===== src/hw/rtl/cc3_pkg.sv =====
// Shared types and constants for the 3x3 RGB convolution block.
// Depends on nothing; used by the window cells, the MAC pipe and the top level.
`timescale 1ns / 1ps

package cc3_pkg;

    // Pixel and field widths
    localparam int PIX_W       = 8;
    localparam int CH_N        = 3;
    localparam int RGB_W       = PIX_W * CH_N;
    localparam int TAPS        = 9;
    localparam int COEF_W      = 16;
    localparam int COEF_FRAC   = 12;
    localparam int KROW_W      = 3 * COEF_W;
    localparam int OCOL_W      = 10;
    localparam int ROW_W       = 16;
    localparam int IMGW_W      = 11;

    // Stream and configuration port widths
    localparam int IN_TDATA_W  = 24;
    localparam int OUT_TDATA_W = 56;
    localparam int PAD_W       = OUT_TDATA_W - RGB_W - OCOL_W - ROW_W;
    localparam int CFG_IDX_W   = 3;
    localparam int CFG_DATA_W  = 48;

    // Configuration register indexes
    localparam logic [CFG_IDX_W-1:0] CFG_IMAGE_WIDTH  = 3'd0;
    localparam logic [CFG_IDX_W-1:0] CFG_IMAGE_HEIGHT = 3'd1;
    localparam logic [CFG_IDX_W-1:0] CFG_KERNEL_TOP   = 3'd2;
    localparam logic [CFG_IDX_W-1:0] CFG_KERNEL_MID   = 3'd3;
    localparam logic [CFG_IDX_W-1:0] CFG_KERNEL_BOT   = 3'd4;

    // One channel, one RGB pixel (red lowest)
    typedef logic [PIX_W-1:0] t_chan;
    typedef t_chan [CH_N-1:0] t_rgb;

    // One window column: [0] two rows above, [1] row above, [2] current row
    typedef t_rgb [2:0] t_wcol;

    // Row or column map of the three kernel taps into the window
    typedef logic [2:0][1:0] t_sel3;

    // Nine selected taps, index row * 3 + column
    typedef t_rgb [TAPS-1:0] t_taps;

    // Sideband of one result
    typedef struct packed {
        logic [OCOL_W-1:0] col;
        logic [ROW_W-1:0]  row;
        logic              last;
        logic              eof;
    } t_meta;

endpackage


===== src/hw/rtl/cc3_wcell.sv =====
// Window cell: holds one column of three RGB pixels and hands it to its left
// neighbor on every accepted pixel. Picks the three row taps. Uses cc3_pkg.
`timescale 1ns / 1ps

module cc3_wcell (
    input  logic           i_clk,
    input  logic           i_shift,
    input  cc3_pkg::t_wcol i_col,
    input  cc3_pkg::t_sel3 i_row_sel,
    output cc3_pkg::t_wcol o_taps,
    output cc3_pkg::t_wcol o_col
);

    cc3_pkg::t_wcol r_col;

    // Advance the column on each accepted pixel
    always_ff @(posedge i_clk) begin
        if (i_shift) begin
            r_col <= i_col;
        end
    end

    // Replicate the edge rows through the row map
    always_comb begin
        for (int k = 0; k < 3; k++) begin
            o_taps[k] = r_col[i_row_sel[k]];
        end
    end

    assign o_col = r_col;

endmodule


===== config.mk =====
export PLATFORM = sky130hd
export DESIGN_NAME = cc3_wcell
export DESIGN_NICKNAME = d
export VERILOG_FILES = /design/src/hw/rtl/cc3_pkg.sv /design/src/hw/rtl/cc3_wcell.sv
export SDC_FILE = /design/constraint.sdc
export NUM_CORES = 1
export LEC_CHECK = 0
export BUFFER_PORTS_ARGS = -buffer_cell sky130_fd_sc_hd__buf_2
export CORE_AREA = 2 2 102 104
export CTS_CLUSTER_DIAMETER = 40
export DETAILED_ROUTE_END_ITERATION = 8
export DIE_AREA = 0 0 104 106
export MAX_ROUTING_LAYER = met4
export PLACE_DENSITY = 0.78
export SLEW_MARGIN = 20
export SYNTH_ARGS = -nofsm -noshare
export SYNTH_HDL_FRONTEND = slang
export SYNTH_SLANG_ARGS = --single-unit
export TNS_END_PERCENT = 5

===== constraint.sdc =====
create_clock -name i_clk -period 1.1 [get_ports i_clk]
set_input_delay 0 -clock i_clk [delete_from_list [all_inputs] [get_ports i_clk]]
set_output_delay 0 -clock i_clk [all_outputs]
set_load 0.02 [all_outputs]

==> flow_metrics.tcl, run 1 <==
set metrics [dict create \
    ys_async_sr_fraction_pct 0 \
    holdCritPathClass "in2reg" \
    synth.area.top_cells "edfxtp_1 (56%), mux2i_1 (19%), o2bb2ai_1 (16%)" \
    syn2layout_area_growth_pct 57.5 \
    dr.pass1.iters 5 \
    clockRootBuffer "clkbuf_8" \
    design_area_um2 6060 \
    synth.cell_area_um2 3850 \
    final_hold_viol_count 0 \
    yosys-top-cells-count "edfxtp_1 (72), mux2i_1 (72), o2bb2ai_1 (72)" \
    hold_depth 2 \
    drtIter0Drc 182 \
    fin_nets 627 \
    power_frac_seq_pct 43.4 \
    switchingPower_uw 2580 \
    vias 3650 \
    critPathRequiredTime_ns 1.10 \
    synth_edf_count 72 \
    dieArea_um2 11000 \
    synth_cells 246 \
    postLayoutSetupSlackWorst_ns -0.200 \
    rows 37 \
    drv_slew 0 \
    worst_pin_slew_ns 0.350 \
    largest_reg_flops 72 \
    grtUsageTotal_pct 24.6 \
    power_frac_clock_pct 28.3 \
    clockBufferDepth 2 \
    crit_end "o_taps[45]" \
    cp_max_fo 4 \
    cts_htree_levels 3 \
    power_density_nw_per_um2 1330 \
    start_util_pct 38.5 \
    yosysSeqAreaShare_pct 56.2 \
    viasPerCell 5.31 \
    setup_viol 73 \
    power_frac_comb_pct 28.3 \
    synthAdderAreaFrac_pct 0 \
    die_w_um 104 \
    yosysTopAreaCellShare_pct 56.2 \
    ys_warn_count 0 \
    min_period_ns 1.30 \
    cts_tree "built" \
    grt_antenna_before_repair 0 \
    max-vdd-ir-drop_mv 0.925 \
    synth_nets 326 \
    synth_largest_area_cell "edfxtp_1" \
    max_clock_freq_mhz 769 \
    cp_cell_sequence "mux2i_2, o2bb2ai_1, buf_4" \
    ys_ff_latch 72 \
    grt_max_degree 40 \
    p_sw_share_pct 31.9 \
    yosys.area_share.simple_pct 1.07 \
    placed_area_um2 5060 \
    avgSynthCellArea_um2 15.6 \
    crit_path_end_kind "output pin" \
    synth_ff_type "edfxtp_1" \
    top_level_ports 224 \
    pre_cts_slack_ns 0.183 \
    drtAntennaViolNets 0 \
    clkTransAtPathRegs_ns 0.08 \
    violations "setup timing" \
    clkSinkCount 72 \
    grt_pass1_wl_um 20300 \
    worst-setup-path-type "reg2out" \
    totalWireLength_um 13500 \
    drc 0 \
    critPathLaunch "o_col[69]" \
    synth_compound_area_share_pct 16.4 \
    cp_slowest_cell "edfxtp_1" \
    start_kind "register" \
    wl_per_cell_um 19.6 \
    cp_slowest_stage_delay_ns 0.47 \
    final_layout_size_suffix_gt1_share_pct 48.2 \
    p_int_uw 5490 \
    cellLeakagePower_uw 0.00273 \
    core_um2 10000 \
    cts_made_buffers 9 \
    grt_overflow 0 \
    gp_congestion 0.901 \
    total_power_uw 8070 \
    n_antenna_cell 0 \
    port-buffer-count 223 \
    status "finished with violations" \
    die_height_um 106 \
    synth_xor_area_share_pct 0 \
    slew-limit-headroom_pct 76.7 \
    rsz0062_at_grt "yes" \
    drv_cap 0 \
    ys_types 8 \
    synth_top_family_by_area "multiplexers" \
    dp_hpwl_um 9110 \
    muxShareOfSynthArea_pct 18.7 \
    fin_crit_sh_pct 118 \
    cp.arrival_ns 1.30 \
    first_global_vias 3801 \
]
metrics by stage:
step | std cells | TNS, ns | utilization (%) | hold slack, ns
floorplan | 246 | 0 | - | 0.0989
global placement | 599 | 0 | 50.6 | 0.176
detailed placement | 599 | 0 | 50.6 | 0.178
CTS | 688 | -9.06 | 60.3 | 0.125
global route | 688 | -12.93 | 60.6 | 0.141
finish | 688 | -8.26 | 60.6 | 0.138
routing by layer:
metal	track usage, %	share of wire, %	up-vias
met4	13.5	3.7	0
li1	-	-	1617
met3	3.68	5.7	41
met2	42.6	52	190
met1	27.6	38	1802
met5	-	0	-
power groups by stage:
stage / registers (uW) / clock network (uW) / logic [uW]
5_1_grt: 3530 / 2410 / 2390
3_5_place_dp: 3550 / 0 / 2010
4_1_cts: 3490 / 2330 / 2250
2_1_floorplan: 3780 / 0 / 950
6_report: 3500 / 2280 / 2280
3_3_place_gp: 3530 / 0 / 1990
logic make-up (layout without fill, tap and decap cells):
| logic type | after synthesis | count (layout) |
|---|---|---|
| muxes | 72 | 72 |
| buffers and inverters | 27 | 333 |
| and+or+nand+nor | 3 | 3 |
| AOI/OAI and AO/OA | 72 | 72 |
| DFF | 72 | 72 |
repair_timing:
action / 4_1_cts / 5_1_grt
pin swaps: 11 / 6
hold buffers: 72 / 0
endpoints found under the hold margin: 72 / 0
endpoints found under the setup margin: 72 / 73
buffers inserted: 1 / 0
resized for setup: 11 / 10
how the worst min path moves through the flow:
stage / end / from / slack (ns)
2_1_floorplan: o_col[0] / i_col[0] / 0.1
3_3_place_gp: o_col[61] / i_col[61] / 0.18
3_5_place_dp: o_col[41] / i_col[41] / 0.18
4_1_cts: o_col[8] / i_shift / 0.12
5_1_grt: o_col[10] / i_shift / 0.14
6_report: o_col[7] / i_shift / 0.14
final cells by class:
| type | count | area, um^2 |
|---|---|---|
| flip-flops and latches | 72 | 2160 |
| clock buffers | 9 | 124 |
| well taps | 136 | 170 |
| repair buffers | 317 | 2110 |
| multi-input cells | 147 | 1410 |
| clock inverters | 7 | 86.3 |
| fillers | 811 | 3940 |
cell usage in the layout, fill, tap and decap left out, drive strengths merged:
cell	n
dlygate4sd3	72
buf	245
edfxtp	72
nor2b	3
mux2i	72
clkinv	4
bufinv	2
o2bb2ai	72
clkinvlp	1
clkbuf	9
critical path, delay by kind of cell (launching register included):
kind | cells | cell delay, ns
buf+inv | 1 | 0.17
mux | 1 | 0.22
compound gates | 1 | 0.09
flops | 1 | 0.47
Power figures use the tool's default switching activity.
==> run 2: changes to the inputs <==
--- a/config.mk
+++ b/config.mk
@@ -5,11 +5,12 @@
 export SDC_FILE = /design/constraint.sdc
 export NUM_CORES = 1
 export LEC_CHECK = 0
+export ABC_AREA = 1
 export BUFFER_PORTS_ARGS = -buffer_cell sky130_fd_sc_hd__buf_2
-export CORE_AREA = 2 2 102 104
+export CORE_AREA = 2 2 105 107
 export CTS_CLUSTER_DIAMETER = 40
 export DETAILED_ROUTE_END_ITERATION = 8
-export DIE_AREA = 0 0 104 106
+export DIE_AREA = 0 0 107 109
 export MAX_ROUTING_LAYER = met4
 export PLACE_DENSITY = 0.78
 export SLEW_MARGIN = 20
==> flow_metrics.tcl, run 2 <==
set metrics [dict create \
    critPathRequiredTime_ns 1.10 \
    ys_async_sr_fraction_pct 0 \
    clockBufferDepth 2 \
    syn2layout_area_growth_pct 59.9 \
    core_um2 10600 \
    fin_crit_sh_pct 111 \
    layout_common_cells "nand2_1 (275), buf_2 (192), dlygate4sd3_1 (72), edfxtp_1 (72), inv_2 (51)" \
    grt_overflow 0 \
    dpl.cell_count 866 \
    worst-setup-path-type "reg2out" \
    ys_warn_count 0 \
    cp_slowest_stage_delay_ns 0.42 \
    synth_largest_area_cell "edfxtp_1" \
    cp_max_fo 3 \
    final_core_util_pct 62.4 \
    cp.arrival_ns 1.22 \
    viasPerCell 4.91 \
    crit_path_end_kind "output pin" \
    gp_congestion 0.866 \
    start_kind "register" \
    wl_per_cell_um 16.4 \
    worst_pin_slew_ns 0.450 \
    dp_hpwl_um 9900 \
    fillers 844 \
    grtUsageTotal_pct 26.4 \
    yosys-top-cells-count "nand2_1 (288), edfxtp_1 (72), nand3_1 (72)" \
    rows 38 \
    grt_pass1_wl_um 23000 \
    largest_reg_flops 72 \
    die_height_um 109 \
    dr.pass1.iters 7 \
    synth.area.top_cells "edfxtp_1 (52%), nand2_1 (26%), nand3_1 (8.7%)" \
    final_common_cell "nand2_1" \
    first_global_vias 4656 \
    final_layout_size_suffix_gt1_share_pct 42.7 \
    final_hold_viol_count 0 \
    total_power_uw 8410 \
    drtAntennaViolNets 0 \
    top_level_ports 224 \
    violations "setup timing" \
    met3_length_um 1690 \
    pre_cts_slack_ns 0.121 \
    drc 0 \
    drv_slew 0 \
    cp_cell_sequence "inv_2, nand2_1, nand3_1, nand2_1, buf_2" \
    synth_ff_type "edfxtp_1" \
    stdcell_count 962 \
    synth_cells 516 \
    clkSinkCount 72 \
    setup_viol 72 \
    avgSynthCellArea_um2 8.02 \
    cts_made_buffers 9 \
    cp_slowest_cell "edfxtp_1" \
    postLayoutSetupSlackWorst_ns -0.120 \
    drtIter0Drc 456 \
    yosysMostFrequentCell "nand2_1" \
    clkTransAtPathRegs_ns 0.09 \
    die_w_um 107 \
    critPathLaunch "o_col[20]" \
    timing.hold.ws_ns 0.151 \
    min_period_ns 1.22 \
    port-buffer-count 223 \
    vias 4726 \
    yosysSeqAreaShare_pct 52.3 \
    rsz0062_at_grt "yes" \
    fin_nets 897 \
    yosysTopAreaCellShare_pct 52.3 \
    grt_max_degree 40 \
    start_util_pct 39.0 \
    synth.cell_area_um2 4140 \
    n_antenna_cell 0 \
    met1_length_um 5790 \
    clockRootBuffer "clkbuf_8" \
    ys_ff_latch 72 \
    crit_end "o_taps[20]" \
    route.met2.wl_um 7890 \
    cts_htree_levels 3 \
    synth_edf_count 72 \
    status "finished with violations" \
    seqCellArea_um2 2160 \
    multi_input_area_um2 1650 \
    slew-limit-headroom_pct 70.0 \
    drv_cap 0 \
    crit_top_cell "nand2_1" \
    ys_types 11 \
    cellLeakagePower_uw 0.00340 \
    synth_nets 596 \
    cts_tree "built" \
    totalWireLength_um 15800 \
    dieArea_um2 11700 \
    max-vdd-ir-drop_mv 0.840 \
    grt_antenna_before_repair 0 \
    holdCritPathClass "in2reg" \
    top_layer "met4" \
    power_density_nw_per_um2 1270 \
    max_clock_freq_mhz 820 \
]
run 2: changes by cell type after synthesis, sizes merged:
| cell | before | now |
|---|---|---|
| dlygate4sd1 | 6 | 0 |
| o2bb2ai | 72 | 0 |
| nor2 | 0 | 3 |
| nand3 | 0 | 72 |
| mux2i | 72 | 0 |
| nand2 | 0 | 288 |
| buf | 21 | 27 |
| nor2b | 3 | 0 |
| inv | 0 | 54 |
run 2: critical path, delay by kind of cell (launching register included):
family / cells / cell delay [ns]
buf+inv: 2 / 0.25
flops: 1 / 0.42
simple gates: 3 / 0.21
run 2: metal layers:
layer  vias to the layer above  GRT usage [%]
li1                       2229              -
met1                      2142           29.6
met4                         0           12.2
met2                       315           45.9
met5                         -              -
met3                        40           4.84
run 2: cell families (layout without fill, tap and decap cells):
kind of cell | after synthesis | after routing | share of synthesized area [%]
and+or+nand+nor | 363 | 363 | 36.3
buffers and inverters | 81 | 387 | 11.5
DFF | 72 | 72 | 52.3
run 2: through the flow:
step | TNS, ns | area (um^2)
3_3_place_gp | 0 | 5300
2_1_floorplan | 0 | 4140
4_1_cts | -6.84 | 6330
6_report | -5.72 | 6620
3_5_place_dp | 0 | 5300
5_1_grt | -11.17 | 6620
run 2: how the worst min path moves through the flow:
stage                     startpoint   endpoint  slack, ns  depth (start not counted)
after floorplan             i_col[0]   o_col[0]        0.1                          0
after global placement     i_col[54]  o_col[54]       0.18                          1
after detailed placement   i_col[31]  o_col[31]       0.18                          1
after CTS                    i_shift   o_col[0]       0.14                          2
after global routing         i_shift  o_col[48]       0.14                          2
final                        i_shift  o_col[48]       0.15                          2
run 2: report_power, final:
| group | internal, uW | total [uW] | switching (uW) |
|---|---|---|---|
| combinational | 1030 | 2640 | 1610 |
| sequential | 3270 | 3460 | 185 |
| clock | 1260 | 2320 | 1060 |
| total | 5550 | 8410 | 2860 |
run 2: layout make-up:
class	instances	area share, %
inverters	54	3.25
clock buffers	9	1.87
multi-input cells	363	24.9
repair buffers	317	33.3
clock inverters	7	1.30
well taps	140	2.65
flip-flops and latches	72	32.7
run 2: repair_timing:
item,4_1_cts,5_1_grt
resized for setup,56,86
hold buffers,72,0
buffers inserted,6,2
pin swaps,1,12
endpoints found under the setup margin,72,74
endpoints found under the hold margin,72,0
cloned,0,0
==> run 3: changes to the inputs <==
--- a/config.mk
+++ b/config.mk
@@ -5,14 +5,13 @@
 export SDC_FILE = /design/constraint.sdc
 export NUM_CORES = 1
 export LEC_CHECK = 0
-export ABC_AREA = 1
 export BUFFER_PORTS_ARGS = -buffer_cell sky130_fd_sc_hd__buf_2
-export CORE_AREA = 2 2 105 107
+export CORE_AREA = 2 2 93 95
 export CTS_CLUSTER_DIAMETER = 40
 export DETAILED_ROUTE_END_ITERATION = 8
-export DIE_AREA = 0 0 107 109
+export DIE_AREA = 0 0 95 97
 export MAX_ROUTING_LAYER = met4
-export PLACE_DENSITY = 0.78
+export PLACE_DENSITY = 0.91
 export SLEW_MARGIN = 20
 export SYNTH_ARGS = -nofsm -noshare
 export SYNTH_HDL_FRONTEND = slang
==> flow_metrics.tcl, run 3 (synthesized netlist as in run 1, its figures left out) <==
set metrics [dict create \
    status "finished with violations" \
    violations "setup timing" \
    cp_max_fo 4 \
    placed_area_um2 5040 \
    critPathRequiredTime_ns 1.10 \
    cts_tree "built" \
    power_density_nw_per_um2 1340 \
    layout_common_cells "buf_2 (211), dlygate4sd3_1 (72), edfxtp_1 (72)" \
    first_global_vias 3866 \
    cts_htree_levels 3 \
    met3_length_um 855 \
    grtUsageTotal_pct 29.9 \
    route.met2.wl_um 7180 \
    drv_slew 0 \
    timing.hold.ws_ns 0.171 \
    worst_pin_slew_ns 0.340 \
    start_kind "register" \
    start_util_pct 47.3 \
    final_common_cell "buf_2" \
    core_um2 8130 \
    drv_cap 0 \
    clockRootBuffer "clkbuf_8" \
    design_area_um2 6020 \
    vias 3677 \
    final_hold_viol_count 0 \
    dieArea_um2 9220 \
    cellLeakagePower_uw 0.00271 \
    slew-limit-headroom_pct 77.3 \
    final_layout_size_suffix_gt1_share_pct 47.1 \
    clkTransAtPathRegs_ns 0.08 \
    n_antenna_cell 0 \
    rsz0062_at_grt "yes" \
    port-buffer-count 223 \
    dr.pass1.iters 4 \
    grt_antenna_before_repair 0 \
    dp_hpwl_um 8450 \
    fin_nets 621 \
    fin_crit_sh_pct 120 \
    crit_path_end_kind "output pin" \
    wl_per_cell_um 20.8 \
    totalWireLength_um 13500 \
    die_w_um 95 \
    cp.arrival_ns 1.32 \
    clkSinkCount 72 \
    grt_overflow 0 \
    largest_reg_flops 72 \
    top_level_ports 224 \
    final_core_util_pct 74.1 \
    met1_length_um 5030 \
    rows 33 \
    cts_made_buffers 9 \
    min_period_ns 1.32 \
    holdCritPathClass "in2reg" \
    gp_congestion 0.913 \
    postLayoutSetupSlackWorst_ns -0.218 \
    viasPerCell 5.65 \
    clockBufferDepth 2 \
    drtIter0Drc 211 \
    max_clock_freq_mhz 759 \
    worst-setup-path-type "reg2out" \
    setup_viol 72 \
    hold_depth 2 \
    grt_pass1_wl_um 20500 \
    max-vdd-ir-drop_mv 1.07 \
    drc 0 \
    grt_max_degree 37 \
    syn2layout_area_growth_pct 56.6 \
    drtAntennaViolNets 0 \
    top_layer "met4" \
    die_height_um 97 \
]
run 3: cell type report:
type | instances | area (um^2)
flip-flops and latches | 72 | 2160
well taps | 105 | 131
clock inverters | 4 | 68.8
repair buffers | 311 | 2120
fillers | 519 | 2110
multi-input cells | 147 | 1410
clock buffers | 12 | 135
run 3: metal layers:
layer	vias to the layer above	global-route usage, %
met5	-	-
met4	0	13.8
met3	50	5.69
met2	214	51.0
met1	1806	33.5
li1	1607	-
run 3: worst paths after layout:
check	start	to	slack (ns)
setup / recovery	o_col[64]	o_taps[64]	-0.22
hold / removal	i_shift	o_col[24]	0.17
run 3: repair_timing:
action	4_1_cts	5_1_grt
resized for setup	5	12
hold buffers	72	0
hold endpoints to repair	72	0
pin swaps	3	8
setup endpoints to repair	72	73
buffers inserted	1	0
run 3: stage by stage:
| stage | setup slack [ns] | power [uW] | TNS (ns) | std cells |
|---|---|---|---|---|
| floorplan | 0.146 | 4730 | 0 | 246 |
| detailed placement | 0.131 | 5550 | 0 | 562 |
| global route | -0.268 | 8340 | -12.63 | 651 |
| global placement | 0.193 | 5490 | 0 | 562 |
| finish | -0.218 | 8070 | -7.58 | 651 |
| CTS | -0.176 | 7990 | -7.40 | 651 |
run 3: power by group:
part | internal (uW) | total (uW) | leakage [uW] | switching, uW
logic | 962 | 2280 | 0.00191 | 1320
registers | 3270 | 3520 | 0.000705 | 243
clock network | 1270 | 2270 | 0.000102 | 997
total | 5510 | 8070 | 0.00271 | 2560
run 3: worst max-delay path: stages, from the launching register on:
cell       delay [ns]
edfxtp_1         0.46
mux2i_1          0.24
o2bb2ai_1        0.10
buf_4            0.18
